==> src/caldate_pkg.sv <==
`default_nettype none

package caldate_pkg;

	// Default calendar limits.
	localparam int EPOCH_YEAR_DEF = 1960;
	localparam int MAX_YEAR_DEF   = 9999;

	// Reciprocal of 400 for a 14-bit dividend: q = (p * RECIP_400) >> RECIP_SHIFT.
	localparam int RECIP_400   = 20972;
	localparam int RECIP_SHIFT = 23;

	// Item opcodes.
	localparam logic OP_LOAD    = 1'b0;
	localparam logic OP_ADVANCE = 1'b1;

	// Result status codes.
	localparam logic [1:0] ST_OK       = 2'd0;
	localparam logic [1:0] ST_INVALID  = 2'd1;
	localparam logic [1:0] ST_BEFORE   = 2'd2;
	localparam logic [1:0] ST_OVERFLOW = 2'd3;

	// Controller states.
	typedef enum logic [2:0] {
		S_IDLE,
		S_DECODE,
		S_LD_REM,
		S_LD_CHK,
		S_LD_COMMIT,
		S_ADV_MONTH,
		S_ADV_YEAR,
		S_DONE
	} ctrl_state_t;

	// Commands from the controller to the datapath.
	typedef struct packed {
		logic capture;
		logic ld_div;
		logic ld_rem;
		logic ld_chk;
		logic ld_commit;
		logic adv_month;
		logic adv_year;
		logic out_load;
	} dp_cmd_t;

	// Status from the datapath to the controller.
	typedef struct packed {
		logic op_adv;
		logic left_zero;
		logic month_final;
		logic month_wrap;
		logic year_fits;
	} dp_sts_t;

	// Days in a month, including the leap day of February.
	function automatic logic [4:0] month_days(input logic [3:0] m, input logic leap);
		logic [4:0] len;
		case (m)
			4'd1, 4'd3, 4'd5, 4'd7, 4'd8, 4'd10, 4'd12: len = 5'd31;
			4'd4, 4'd6, 4'd9, 4'd11:                      len = 5'd30;
			4'd2:                                         len = leap ? 5'd29 : 5'd28;
			default:                                      len = 5'd0;
		endcase
		return len;
	endfunction

	// Days in the year before the first of a month, not counting the leap day.
	function automatic logic [8:0] month_start(input logic [3:0] m);
		logic [8:0] s;
		case (m)
			4'd1:    s = 9'd0;
			4'd2:    s = 9'd31;
			4'd3:    s = 9'd59;
			4'd4:    s = 9'd90;
			4'd5:    s = 9'd120;
			4'd6:    s = 9'd151;
			4'd7:    s = 9'd181;
			4'd8:    s = 9'd212;
			4'd9:    s = 9'd243;
			4'd10:   s = 9'd273;
			4'd11:   s = 9'd304;
			4'd12:   s = 9'd334;
			default: s = 9'd0;
		endcase
		return s;
	endfunction

	// Ordinal day within the year.
	function automatic logic [8:0] ordinal(input logic [4:0] d, input logic [3:0] m,
			input logic leap);
		logic extra;
		extra = leap && (m > 4'd2);
		return month_start(m) + 9'(d) + 9'(extra);
	endfunction

	// Leap rule from the year's residues modulo 4, 100 and 400.
	function automatic logic leap_from(input logic [1:0] m4, input logic [6:0] m100,
			input logic [8:0] m400);
		return (m4 == 2'd0) && ((m100 != 7'd0) || (m400 == 9'd0));
	endfunction

	// Residue modulo 7 by folding octal digits, since 8 is 1 modulo 7.
	function automatic logic [2:0] mod7(input logic [15:0] v);
		logic [5:0] s1;
		logic [3:0] s2;
		logic [2:0] s3;
		s1 = 6'(v[2:0]) + 6'(v[5:3]) + 6'(v[8:6]) + 6'(v[11:9]) + 6'(v[14:12])
			+ 6'(v[15]);
		s2 = 4'(s1[2:0]) + 4'(s1[5:3]);
		s3 = s2[2:0] + 3'(s2[3]);
		return (s3 == 3'd7) ? 3'd0 : s3;
	endfunction

endpackage

`default_nettype wire

==> src/caldate_ctrl.sv <==
`default_nettype none

module caldate_ctrl (
	input  wire logic                  clk,
	input  wire logic                  arst_n,
	input  wire logic                  in_valid,
	output logic                       in_stall,
	output logic                       out_valid,
	input  wire logic                  out_stall,
	input  wire caldate_pkg::dp_sts_t  sts,
	output caldate_pkg::dp_cmd_t       cmd
);
	import caldate_pkg::*;

	ctrl_state_t state_q, state_d;
	logic        out_valid_q;

	// State register and output valid flag.
	always_ff @(posedge clk or negedge arst_n) begin
		if (!arst_n) begin
			state_q     <= S_IDLE;
			out_valid_q <= 1'b0;
		end else begin
			state_q <= state_d;
			if (cmd.out_load) begin
				out_valid_q <= 1'b1;
			end else if (!out_stall) begin
				out_valid_q <= 1'b0;
			end
		end
	end

	// Next state and datapath commands.
	always_comb begin
		state_d = state_q;
		cmd     = '0;
		unique case (state_q)
			S_IDLE: begin
				if (in_valid) begin
					cmd.capture = 1'b1;
					state_d     = S_DECODE;
				end
			end
			S_DECODE: begin
				if (sts.op_adv) begin
					state_d = S_ADV_MONTH;
				end else begin
					cmd.ld_div = 1'b1;
					state_d    = S_LD_REM;
				end
			end
			S_LD_REM: begin
				cmd.ld_rem = 1'b1;
				state_d    = S_LD_CHK;
			end
			S_LD_CHK: begin
				cmd.ld_chk = 1'b1;
				state_d    = S_LD_COMMIT;
			end
			S_LD_COMMIT: begin
				cmd.ld_commit = 1'b1;
				state_d       = S_DONE;
			end
			S_ADV_MONTH: begin
				if (sts.left_zero) begin
					state_d = S_DONE;
				end else begin
					cmd.adv_month = 1'b1;
					if (sts.month_final) begin
						state_d = S_DONE;
					end else if (sts.month_wrap) begin
						state_d = S_ADV_YEAR;
					end
				end
			end
			S_ADV_YEAR: begin
				if (sts.year_fits) begin
					cmd.adv_year = 1'b1;
				end else begin
					state_d = S_ADV_MONTH;
				end
			end
			S_DONE: begin
				if (!out_valid_q || !out_stall) begin
					cmd.out_load = 1'b1;
					state_d      = S_IDLE;
				end
			end
			default: state_d = S_IDLE;
		endcase
	end

	assign in_stall  = (state_q != S_IDLE);
	assign out_valid = out_valid_q;

`ifndef ASSERT_OFF
	// A result appears only after the finishing state.
	a_result_after_done: assert property (@(posedge clk) disable iff (!arst_n)
		$rose(out_valid_q) |-> $past(state_q == S_DONE))
		else $error("result raised outside the finishing state");

	// Whole-year stepping is only entered from month stepping.
	a_year_entry: assert property (@(posedge clk) disable iff (!arst_n)
		(state_q == S_ADV_YEAR) |-> ($past(state_q) == S_ADV_MONTH
			|| $past(state_q) == S_ADV_YEAR))
		else $error("year stepping entered from an unexpected state");
`endif

endmodule

`default_nettype wire

==> src/caldate_dp.sv <==
`default_nettype none

module caldate_dp #(
	parameter int EPOCH_YEAR = caldate_pkg::EPOCH_YEAR_DEF,
	parameter int MAX_YEAR   = caldate_pkg::MAX_YEAR_DEF
) (
	input  wire logic                  clk,
	input  wire logic                  arst_n,
	input  wire caldate_pkg::dp_cmd_t  cmd,
	output caldate_pkg::dp_sts_t       sts,
	input  wire logic                  op,
	input  wire logic [4:0]            load_day,
	input  wire logic [3:0]            load_month,
	input  wire logic [13:0]           load_year,
	input  wire logic [15:0]           day_count,
	output logic [4:0]                 cur_day,
	output logic [3:0]                 cur_month,
	output logic [13:0]                cur_year,
	output logic [2:0]                 cur_weekday,
	output logic [8:0]                 day_of_year,
	output logic                       is_leap,
	output logic [1:0]                 status
);
	import caldate_pkg::*;

	// Reset date: 1 January of the epoch year.
	localparam int EP_PREV   = EPOCH_YEAR - 1;
	localparam int EP_WDAY   = (1 + 5 * (EP_PREV % 4) + 4 * (EP_PREV % 100)
		+ 6 * (EP_PREV % 400)) % 7;
	localparam int EP_MOD100 = EPOCH_YEAR % 100;
	localparam int EP_MOD400 = EPOCH_YEAR % 400;
	localparam int EP_LEAP   = ((EPOCH_YEAR % 400 == 0)
		|| ((EPOCH_YEAR % 4 == 0) && (EPOCH_YEAR % 100 != 0))) ? 1 : 0;

	localparam logic [13:0] EPOCH_Y = 14'(EPOCH_YEAR);
	localparam logic [13:0] MAX_Y   = 14'(MAX_YEAR);

	// Captured item.
	logic        op_q;
	logic [4:0]  ld_day_q;
	logic [3:0]  ld_month_q;
	logic [13:0] ld_year_q;
	logic [15:0] left_q;

	// Load working registers.
	logic [5:0]  q400_q;
	logic [8:0]  r400_q;
	logic [6:0]  r100_q;
	logic [2:0]  jan1_q;
	logic        new_leap_q;
	logic [1:0]  st_q;

	// Calendar state.
	logic [4:0]  day_q;
	logic [3:0]  month_q;
	logic [13:0] year_q;
	logic [2:0]  wday_q;
	logic        leap_q;
	logic [6:0]  m100_q;
	logic [8:0]  m400_q;

	// Load arithmetic on p = year - 1.
	logic [13:0] prev_y;
	logic [28:0] recip_prod;
	logic [13:0] q_times_400;
	logic [8:0]  r400_d;
	logic [6:0]  r100_d;
	logic [15:0] jan1_sum;
	logic [1:0]  ld_status;
	logic        ld_leap;

	assign prev_y      = ld_year_q - 14'd1;
	assign recip_prod  = 29'(prev_y) * 29'(RECIP_400);
	assign q_times_400 = 14'(q400_q) * 14'd400;
	assign r400_d      = 9'(prev_y - q_times_400);

	// Remainder modulo 100 of a value below 400.
	always_comb begin
		priority if (r400_d >= 9'd300) begin
			r100_d = 7'(r400_d - 9'd300);
		end else if (r400_d >= 9'd200) begin
			r100_d = 7'(r400_d - 9'd200);
		end else if (r400_d >= 9'd100) begin
			r100_d = 7'(r400_d - 9'd100);
		end else begin
			r100_d = 7'(r400_d);
		end
	end

	// The loaded year is leap when p ends a four-year group and is not a plain century.
	assign ld_leap  = (prev_y[1:0] == 2'd3) && ((r100_q != 7'd99) || (r400_q == 9'd399));
	assign jan1_sum = 16'd1 + 16'(prev_y[1:0]) * 16'd5 + 16'(r100_q) * 16'd4
		+ 16'(r400_q) * 16'd6;

	// Validation of the loaded date.
	always_comb begin
		priority if (ld_year_q < EPOCH_Y) begin
			ld_status = ST_BEFORE;
		end else if ((ld_month_q == 4'd0) || (ld_month_q > 4'd12) || (ld_year_q > MAX_Y)
				|| (ld_day_q == 5'd0)) begin
			ld_status = ST_INVALID;
		end else if (ld_day_q > month_days(ld_month_q, ld_leap)) begin
			ld_status = ST_INVALID;
		end else begin
			ld_status = ST_OK;
		end
	end

	// Month stepping.
	logic [4:0]  cur_len;
	logic [5:0]  to_next;
	logic        left_lt;
	logic        saturate;
	logic [8:0]  year_len;

	assign cur_len  = month_days(month_q, leap_q);
	assign to_next  = 6'(cur_len) - 6'(day_q) + 6'd1;
	assign left_lt  = left_q < 16'(to_next);
	assign saturate = (month_q == 4'd12) && (year_q >= MAX_Y);
	assign year_len = leap_q ? 9'd366 : 9'd365;

	// Residues of the following year.
	logic [13:0] year_inc;
	logic [6:0]  m100_inc;
	logic [8:0]  m400_inc;
	logic        leap_inc;

	assign year_inc = year_q + 14'd1;
	assign m100_inc = (m100_q == 7'd99) ? 7'd0 : m100_q + 7'd1;
	assign m400_inc = (m400_q == 9'd399) ? 9'd0 : m400_q + 9'd1;
	assign leap_inc = leap_from(year_inc[1:0], m100_inc, m400_inc);

	// Status to the controller.
	always_comb begin
		sts.op_adv      = (op_q == OP_ADVANCE);
		sts.left_zero   = (left_q == 16'd0);
		sts.month_final = left_lt || saturate;
		sts.month_wrap  = (month_q == 4'd12);
		sts.year_fits   = (left_q >= 16'(year_len)) && (year_q < MAX_Y);
	end

	// Captured item and load working registers.
	always_ff @(posedge clk) begin
		if (cmd.capture) begin
			op_q       <= op;
			ld_day_q   <= load_day;
			ld_month_q <= load_month;
			ld_year_q  <= load_year;
			left_q     <= day_count;
		end else if (cmd.adv_month) begin
			if (left_lt || saturate) begin
				left_q <= 16'd0;
			end else begin
				left_q <= left_q - 16'(to_next);
			end
		end else if (cmd.adv_year) begin
			left_q <= left_q - 16'(year_len);
		end
		if (cmd.ld_div) begin
			q400_q <= recip_prod[28:RECIP_SHIFT];
		end
		if (cmd.ld_rem) begin
			r400_q <= r400_d;
			r100_q <= r100_d;
		end
		if (cmd.ld_chk) begin
			jan1_q     <= mod7(jan1_sum);
			new_leap_q <= ld_leap;
		end
	end

	// Status of the current item.
	always_ff @(posedge clk or negedge arst_n) begin
		if (!arst_n) begin
			st_q <= ST_OK;
		end else if (cmd.capture) begin
			st_q <= ST_OK;
		end else if (cmd.ld_chk) begin
			st_q <= ld_status;
		end else if (cmd.adv_month && !left_lt && saturate) begin
			st_q <= ST_OVERFLOW;
		end
	end

	// Calendar state updates.
	always_ff @(posedge clk or negedge arst_n) begin
		if (!arst_n) begin
			day_q   <= 5'd1;
			month_q <= 4'd1;
			year_q  <= EPOCH_Y;
			wday_q  <= 3'(EP_WDAY);
			leap_q  <= 1'(EP_LEAP);
			m100_q  <= 7'(EP_MOD100);
			m400_q  <= 9'(EP_MOD400);
		end else if (cmd.ld_commit) begin
			if (st_q == ST_OK) begin
				day_q   <= ld_day_q;
				month_q <= ld_month_q;
				year_q  <= ld_year_q;
				leap_q  <= new_leap_q;
				m100_q  <= (r100_q == 7'd99) ? 7'd0 : r100_q + 7'd1;
				m400_q  <= (r400_q == 9'd399) ? 9'd0 : r400_q + 9'd1;
				wday_q  <= mod7(16'(jan1_q)
					+ 16'(ordinal(ld_day_q, ld_month_q, new_leap_q)) - 16'd1);
			end
		end else if (cmd.adv_month) begin
			priority if (left_lt) begin
				day_q  <= day_q + left_q[4:0];
				wday_q <= mod7(16'(wday_q) + 16'(left_q[4:0]));
			end else if (saturate) begin
				day_q  <= 5'd31;
				wday_q <= mod7(16'(wday_q) + 16'(to_next) - 16'd1);
			end else begin
				day_q  <= 5'd1;
				wday_q <= mod7(16'(wday_q) + 16'(to_next));
				if (month_q == 4'd12) begin
					month_q <= 4'd1;
					year_q  <= year_inc;
					m100_q  <= m100_inc;
					m400_q  <= m400_inc;
					leap_q  <= leap_inc;
				end else begin
					month_q <= month_q + 4'd1;
				end
			end
		end else if (cmd.adv_year) begin
			wday_q <= mod7(16'(wday_q) + (leap_q ? 16'd2 : 16'd1));
			year_q <= year_inc;
			m100_q <= m100_inc;
			m400_q <= m400_inc;
			leap_q <= leap_inc;
		end
	end

	// Result register.
	always_ff @(posedge clk) begin
		if (cmd.out_load) begin
			cur_day     <= day_q;
			cur_month   <= month_q;
			cur_year    <= year_q;
			cur_weekday <= wday_q;
			day_of_year <= ordinal(day_q, month_q, leap_q);
			is_leap     <= leap_q;
			status      <= st_q;
		end
	end

`ifndef ASSERT_OFF
	// The held day always lies within its month.
	a_day_in_month: assert property (@(posedge clk) disable iff (!arst_n)
		(day_q >= 5'd1) && (day_q <= cur_len) && (month_q >= 4'd1) && (month_q <= 4'd12))
		else $error("calendar state holds an impossible date");

	// The leap flag agrees with the tracked year residues.
	a_leap_residues: assert property (@(posedge clk) disable iff (!arst_n)
		leap_q == leap_from(year_q[1:0], m100_q, m400_q))
		else $error("leap flag disagrees with year residues");

	// An overflow result always stands on 31 December.
	a_overflow_date: assert property (@(posedge clk) disable iff (!arst_n)
		(cmd.out_load && (st_q == ST_OVERFLOW)) |-> ((month_q == 4'd12) && (day_q == 5'd31)))
		else $error("overflow reported away from the last day of the year");
`endif

endmodule

`default_nettype wire

==> src/calendar_date_counter_core.sv <==
// A load item passes through the decode, remainder, check and commit states before its result
// is registered; an advance item steps once per month boundary crossed and once per whole year
// skipped, with one more step at each new year reached by month stepping.
// One item at a time: a new item is not accepted until the current one has finished.
// The next item is accepted while a finished result waits in the output register.
// Reset (arst_n low, asynchronous) sets 1 January of the epoch year (a Friday for the default
// epoch of 1960) and clears the output valid flag.
`default_nettype none

module calendar_date_counter_core #(
	parameter int EPOCH_YEAR = caldate_pkg::EPOCH_YEAR_DEF,
	parameter int MAX_YEAR   = caldate_pkg::MAX_YEAR_DEF
) (
	input  wire logic        clk,
	input  wire logic        arst_n,
	input  wire logic        in_valid,
	output logic             in_stall,
	input  wire logic        op,
	input  wire logic [4:0]  load_day,
	input  wire logic [3:0]  load_month,
	input  wire logic [13:0] load_year,
	input  wire logic [15:0] day_count,
	output logic             out_valid,
	input  wire logic        out_stall,
	output logic [4:0]       cur_day,
	output logic [3:0]       cur_month,
	output logic [13:0]      cur_year,
	output logic [2:0]       cur_weekday,
	output logic [8:0]       day_of_year,
	output logic             is_leap,
	output logic [1:0]       status
);
	import caldate_pkg::*;

	dp_cmd_t cmd;
	dp_sts_t sts;

	// Sequencer for load and advance items.
	caldate_ctrl u_ctrl (
		.clk       (clk),
		.arst_n    (arst_n),
		.in_valid  (in_valid),
		.in_stall  (in_stall),
		.out_valid (out_valid),
		.out_stall (out_stall),
		.sts       (sts),
		.cmd       (cmd)
	);

	// Calendar state, arithmetic and result register.
	caldate_dp #(
		.EPOCH_YEAR (EPOCH_YEAR),
		.MAX_YEAR   (MAX_YEAR)
	) u_dp (
		.clk         (clk),
		.arst_n      (arst_n),
		.cmd         (cmd),
		.sts         (sts),
		.op          (op),
		.load_day    (load_day),
		.load_month  (load_month),
		.load_year   (load_year),
		.day_count   (day_count),
		.cur_day     (cur_day),
		.cur_month   (cur_month),
		.cur_year    (cur_year),
		.cur_weekday (cur_weekday),
		.day_of_year (day_of_year),
		.is_leap     (is_leap),
		.status      (status)
	);

endmodule

`default_nettype wire
==> config.mk <==
export PLATFORM = sky130hd
export DESIGN_NAME = calendar_date_counter_core
export DESIGN_NICKNAME = d
export VERILOG_FILES = /design/src/caldate_pkg.sv /design/src/caldate_ctrl.sv /design/src/caldate_dp.sv /design/src/calendar_date_counter_core.sv
export SDC_FILE = /design/constraint.sdc
export NUM_CORES = 1
export LEC_CHECK = 0
export BUFFER_PORTS_ARGS = -buffer_cell sky130_fd_sc_hd__clkbuf_2
export CAP_MARGIN = 20
export CORE_ASPECT_RATIO = 0.75
export CORE_MARGIN = 4
export CORE_UTILIZATION = 50
export DETAILED_ROUTE_END_ITERATION = 16
export PLACE_DENSITY = 0.67
export SLEW_MARGIN = 10
export SYNTH_ARGS = -nofsm -noshare
export SYNTH_HDL_FRONTEND = slang
export SYNTH_SLANG_ARGS = --single-unit
==> constraint.sdc <==
create_clock -name clk -period 11.6 [get_ports clk]
set_input_delay 0 -clock clk [delete_from_list [all_inputs] [get_ports clk]]
set_output_delay 0 -clock clk [all_outputs]
set_load 0.1 [all_outputs]
==> impl_metrics.tcl <==
set metrics [dict create \
    drc_errors 0 \
    ys_warn_count 0 \
    synth_top_flop_cell "edfxtp_1" \
    place_ws_ps 2370 \
    synth-seq-area-share_pct 26.0 \
    syn_area_sq_um 17200 \
    tightest_slew_ps 1070 \
    critPathTopFamily "adder cells" \
    ys_seq_elements 159 \
    syn_nets 2227 \
    rr_endpoint "u_dp.wday_q[0]$_DFFE_PN1P_" \
    grt_max_degree 52 \
    synthTopCellsByArea "ha_1, edfxtp_1, fa_1" \
    r2r_slack_ps 2320 \
    num-fill-cells 3025 \
    layout_setup_ws_ps 2320 \
    worstSkewPairLatency_ps 440 \
    hold_path.startpoint "in_valid" \
    hold_violations 0 \
    max_slew_margin_pct 28.5 \
    yosysTopAreaCellShare_pct 19.1 \
    grt_util_all_layers_pct 22.2 \
    skew_ps 10.1 \
    numCtsBuffers 17 \
    hold_slack_ps 79.1 \
    worstRegToRegCells 36 \
    fin_cells 2389 \
    critPathKind "flip-flop to flip-flop" \
    fmax_ghz 0.108 \
    dp_cells 2311 \
    dp_hpwl_um 33000 \
    cts.sinks 159 \
    postRouteAntennaNets 0 \
    diodes 0 \
    area_growth_syn_to_layout_pct 11.2 \
    synth.avg_cell_area_sq_um 9.45 \
    holdPathEnd "u_ctrl.state_q[2]$_DFFE_PN0P_" \
    finalWeightedCongestion 0.910 \
    fp.dieW_um 222 \
    rows 58 \
    async_flop_share_pct 30.8 \
    whs_path_depth 4 \
    rsz0062_at_grt "false" \
    yosysUniqueCellTypes 85 \
    slew_violations 0 \
    clockRootBuffer "clkbuf_16" \
    synthCells 1816 \
    startpoint_type "flip-flop" \
    cp_num_buf_inv 3 \
    fin_tns_setup_ps 0 \
    grt_pass1_wl_um 67600 \
    period_needed_ps 9280 \
    die_y_um 168 \
    hold_class "input port to flip-flop" \
    synth_edf_count 101 \
    min_period_over_period_pct 80.0 \
    grt_overflow 0 \
    required_ps 11940 \
    nNetsFinal 2337 \
    startpoint "u_dp.month_q[0]$_DFFE_PN1P_" \
    detail_route.first_pass.iterations 7 \
    htreeDepth 4 \
    status "finished clean" \
    clkTransAtPathRegs_ps 70 \
    cp-end-kind "flip-flop" \
    worstPathMaxFanout 8 \
    antenna_found_initial 0 \
    vias 13500 \
    cap_violations 0 \
    routed_wl_um 41300 \
    setup_viol 0 \
    wl_per_cell_um 17.3 \
    grt_pass1_vias 13200 \
    start_util_pct 51.0 \
    cts_tree "yes" \
    drive_gt1_share_pct 9.08 \
    drtIter0Drc 1010 \
    cp_slowest_cell "dfstp_2" \
    die_area_sq_um 37400 \
    r2r_start "u_dp.month_q[0]$_DFFE_PN1P_" \
    crit_path_frequent_cell "ha_1" \
    routed_via_density 5.64 \
    cts_buffer_depth 2 \
    port_buffers 83 \
    critPathArrivalTime_ps 9620 \
    yosys.area.top_type "ha_1" \
    slowest_delay_ps 610 \
    crit_cells 36 \
    core_sq_um 33700 \
    pin_count 84 \
]
sequential cells by signal, indices dropped and copies added, names as in the netlist, 7 cells and up, named ones only:
name / count
u_dp.left_q: 16
u_dp.ld_year_q: 14
u_dp.r400_q: 7
u_dp.year_q: 14
u_dp.m400_q: 9
u_dp.cur_year: 14
u_dp.m100_q: 7
u_dp.day_of_year: 9
u_dp.r100_q: 7
placed cells by master, fill, tap and decap left out, types with 13 or more instances in the layout:
cell type | synthesis | final
o31ai_1 | 13 | 13
clkbuf_16 | 0 | 17
edfxtp_1 | 101 | 101
o21a_1 | 23 | 23
nor2_1 | 92 | 92
dfrtp_1 | 30 | 30
fa_1 | 105 | 105
nand2_1 | 133 | 133
and3_1 | 15 | 15
nand3_1 | 53 | 53
dlygate4sd3_1 | 0 | 42
o21ai_0 | 68 | 68
nand2b_1 | 13 | 13
inv_1 | 239 | 239
ha_1 | 262 | 262
nor3_1 | 29 | 28
o21ai_1 | 13 | 13
xnor2_1 | 83 | 83
dfstp_2 | 19 | 19
clkbuf_2 | 0 | 84
xor2_1 | 51 | 51
nor4_1 | 16 | 16
a21oi_1 | 123 | 122
nor2b_1 | 22 | 22
a21o_1 | 42 | 42
logic make-up (layout without fill, tap and decap cells):
family,count (synthesis),count (layout),synth area share [%]
buffers and inverters,290,413,6.44
adders and majority gates,368,368,31.4
xor gates and xnor gates,135,135,6.98
and+or+nand+nor,434,434,12.2
AOI/OAI and AO/OA,415,415,16.0
DFF,159,159,26.0
muxes,15,15,0.963
worst reg2reg max path, delay by kind of cell (launching register included):
family                   cells  cell delay (ps)
adder cells (fa/ha/maj)     12             4100
AND/OR/NAND/NOR              6              990
buffers and inverters        3              260
XOR/XNOR                     6             1320
AO/OA/AOI/OAI                9             1910
flip-flops                   1              610
repair_timing:
item,4_1_cts,5_1_grt
hold buffers,42,0
buffers inserted,0,0
hold endpoints to repair,71,0
gates resized for setup,0,0
layout make-up:
cell class                      count  area [sq um]  share of cell area [%]
Tap cell                          450           563                    2.95
Inverter                          241           905                    4.74
Timing Repair Buffer              140           966                    5.06
Clock inverter                     12           133                   0.695
Clock buffer                       20           437                    2.29
Multi-Input combinational cell   1367         11600                    60.9
Sequential cell                   159          4460                    23.4
Yosys cell counts (all sizes together), types with 39 or more instances:
cell,instances
a21o,42
a21oi,126
clkbuf,39
edfxtp,101
fa,105
ha,262
inv,241
nand2,133
nand3,53
nor2,92
o21ai,81
xnor2,83
xor2,51
how the worst max path moves through the flow:
stage / end
after global placement: u_dp.wday_q[2]$_DFFE_PN1P_
after CTS: u_dp.wday_q[0]$_DFFE_PN1P_
after detailed placement: u_dp.wday_q[0]$_DFFE_PN1P_
final: u_dp.wday_q[0]$_DFFE_PN1P_
after floorplan: u_dp.wday_q[2]$_DFFE_PN1P_
after global routing: u_dp.wday_q[1]$_DFFE_PN0P_
routing by layer:
metal | global-route usage, % | vias to the layer above | wire length, um
li1 | - | 6604 | -
met1 | 33.4 | 6480 | 20400
met2 | 33.5 | 373 | 17800
met3 | 4.69 | 25 | 2730
met4 | 3.88 | 0 | 386
met5 | 0 | - | 0
per-stage QoR:
stage | instance area, sq um | utilization (%)
finish | 19100 | 56.7
CTS | 19000 | 56.5
detailed placement | 18000 | 53.6
floorplan | 17200 | -
global route | 19100 | 56.7
global placement | 18000 | 53.6
Power is left out: the tool's default activity adds up to more than one toggle a clock period on the data nets, which glitch-free logic cannot reach.
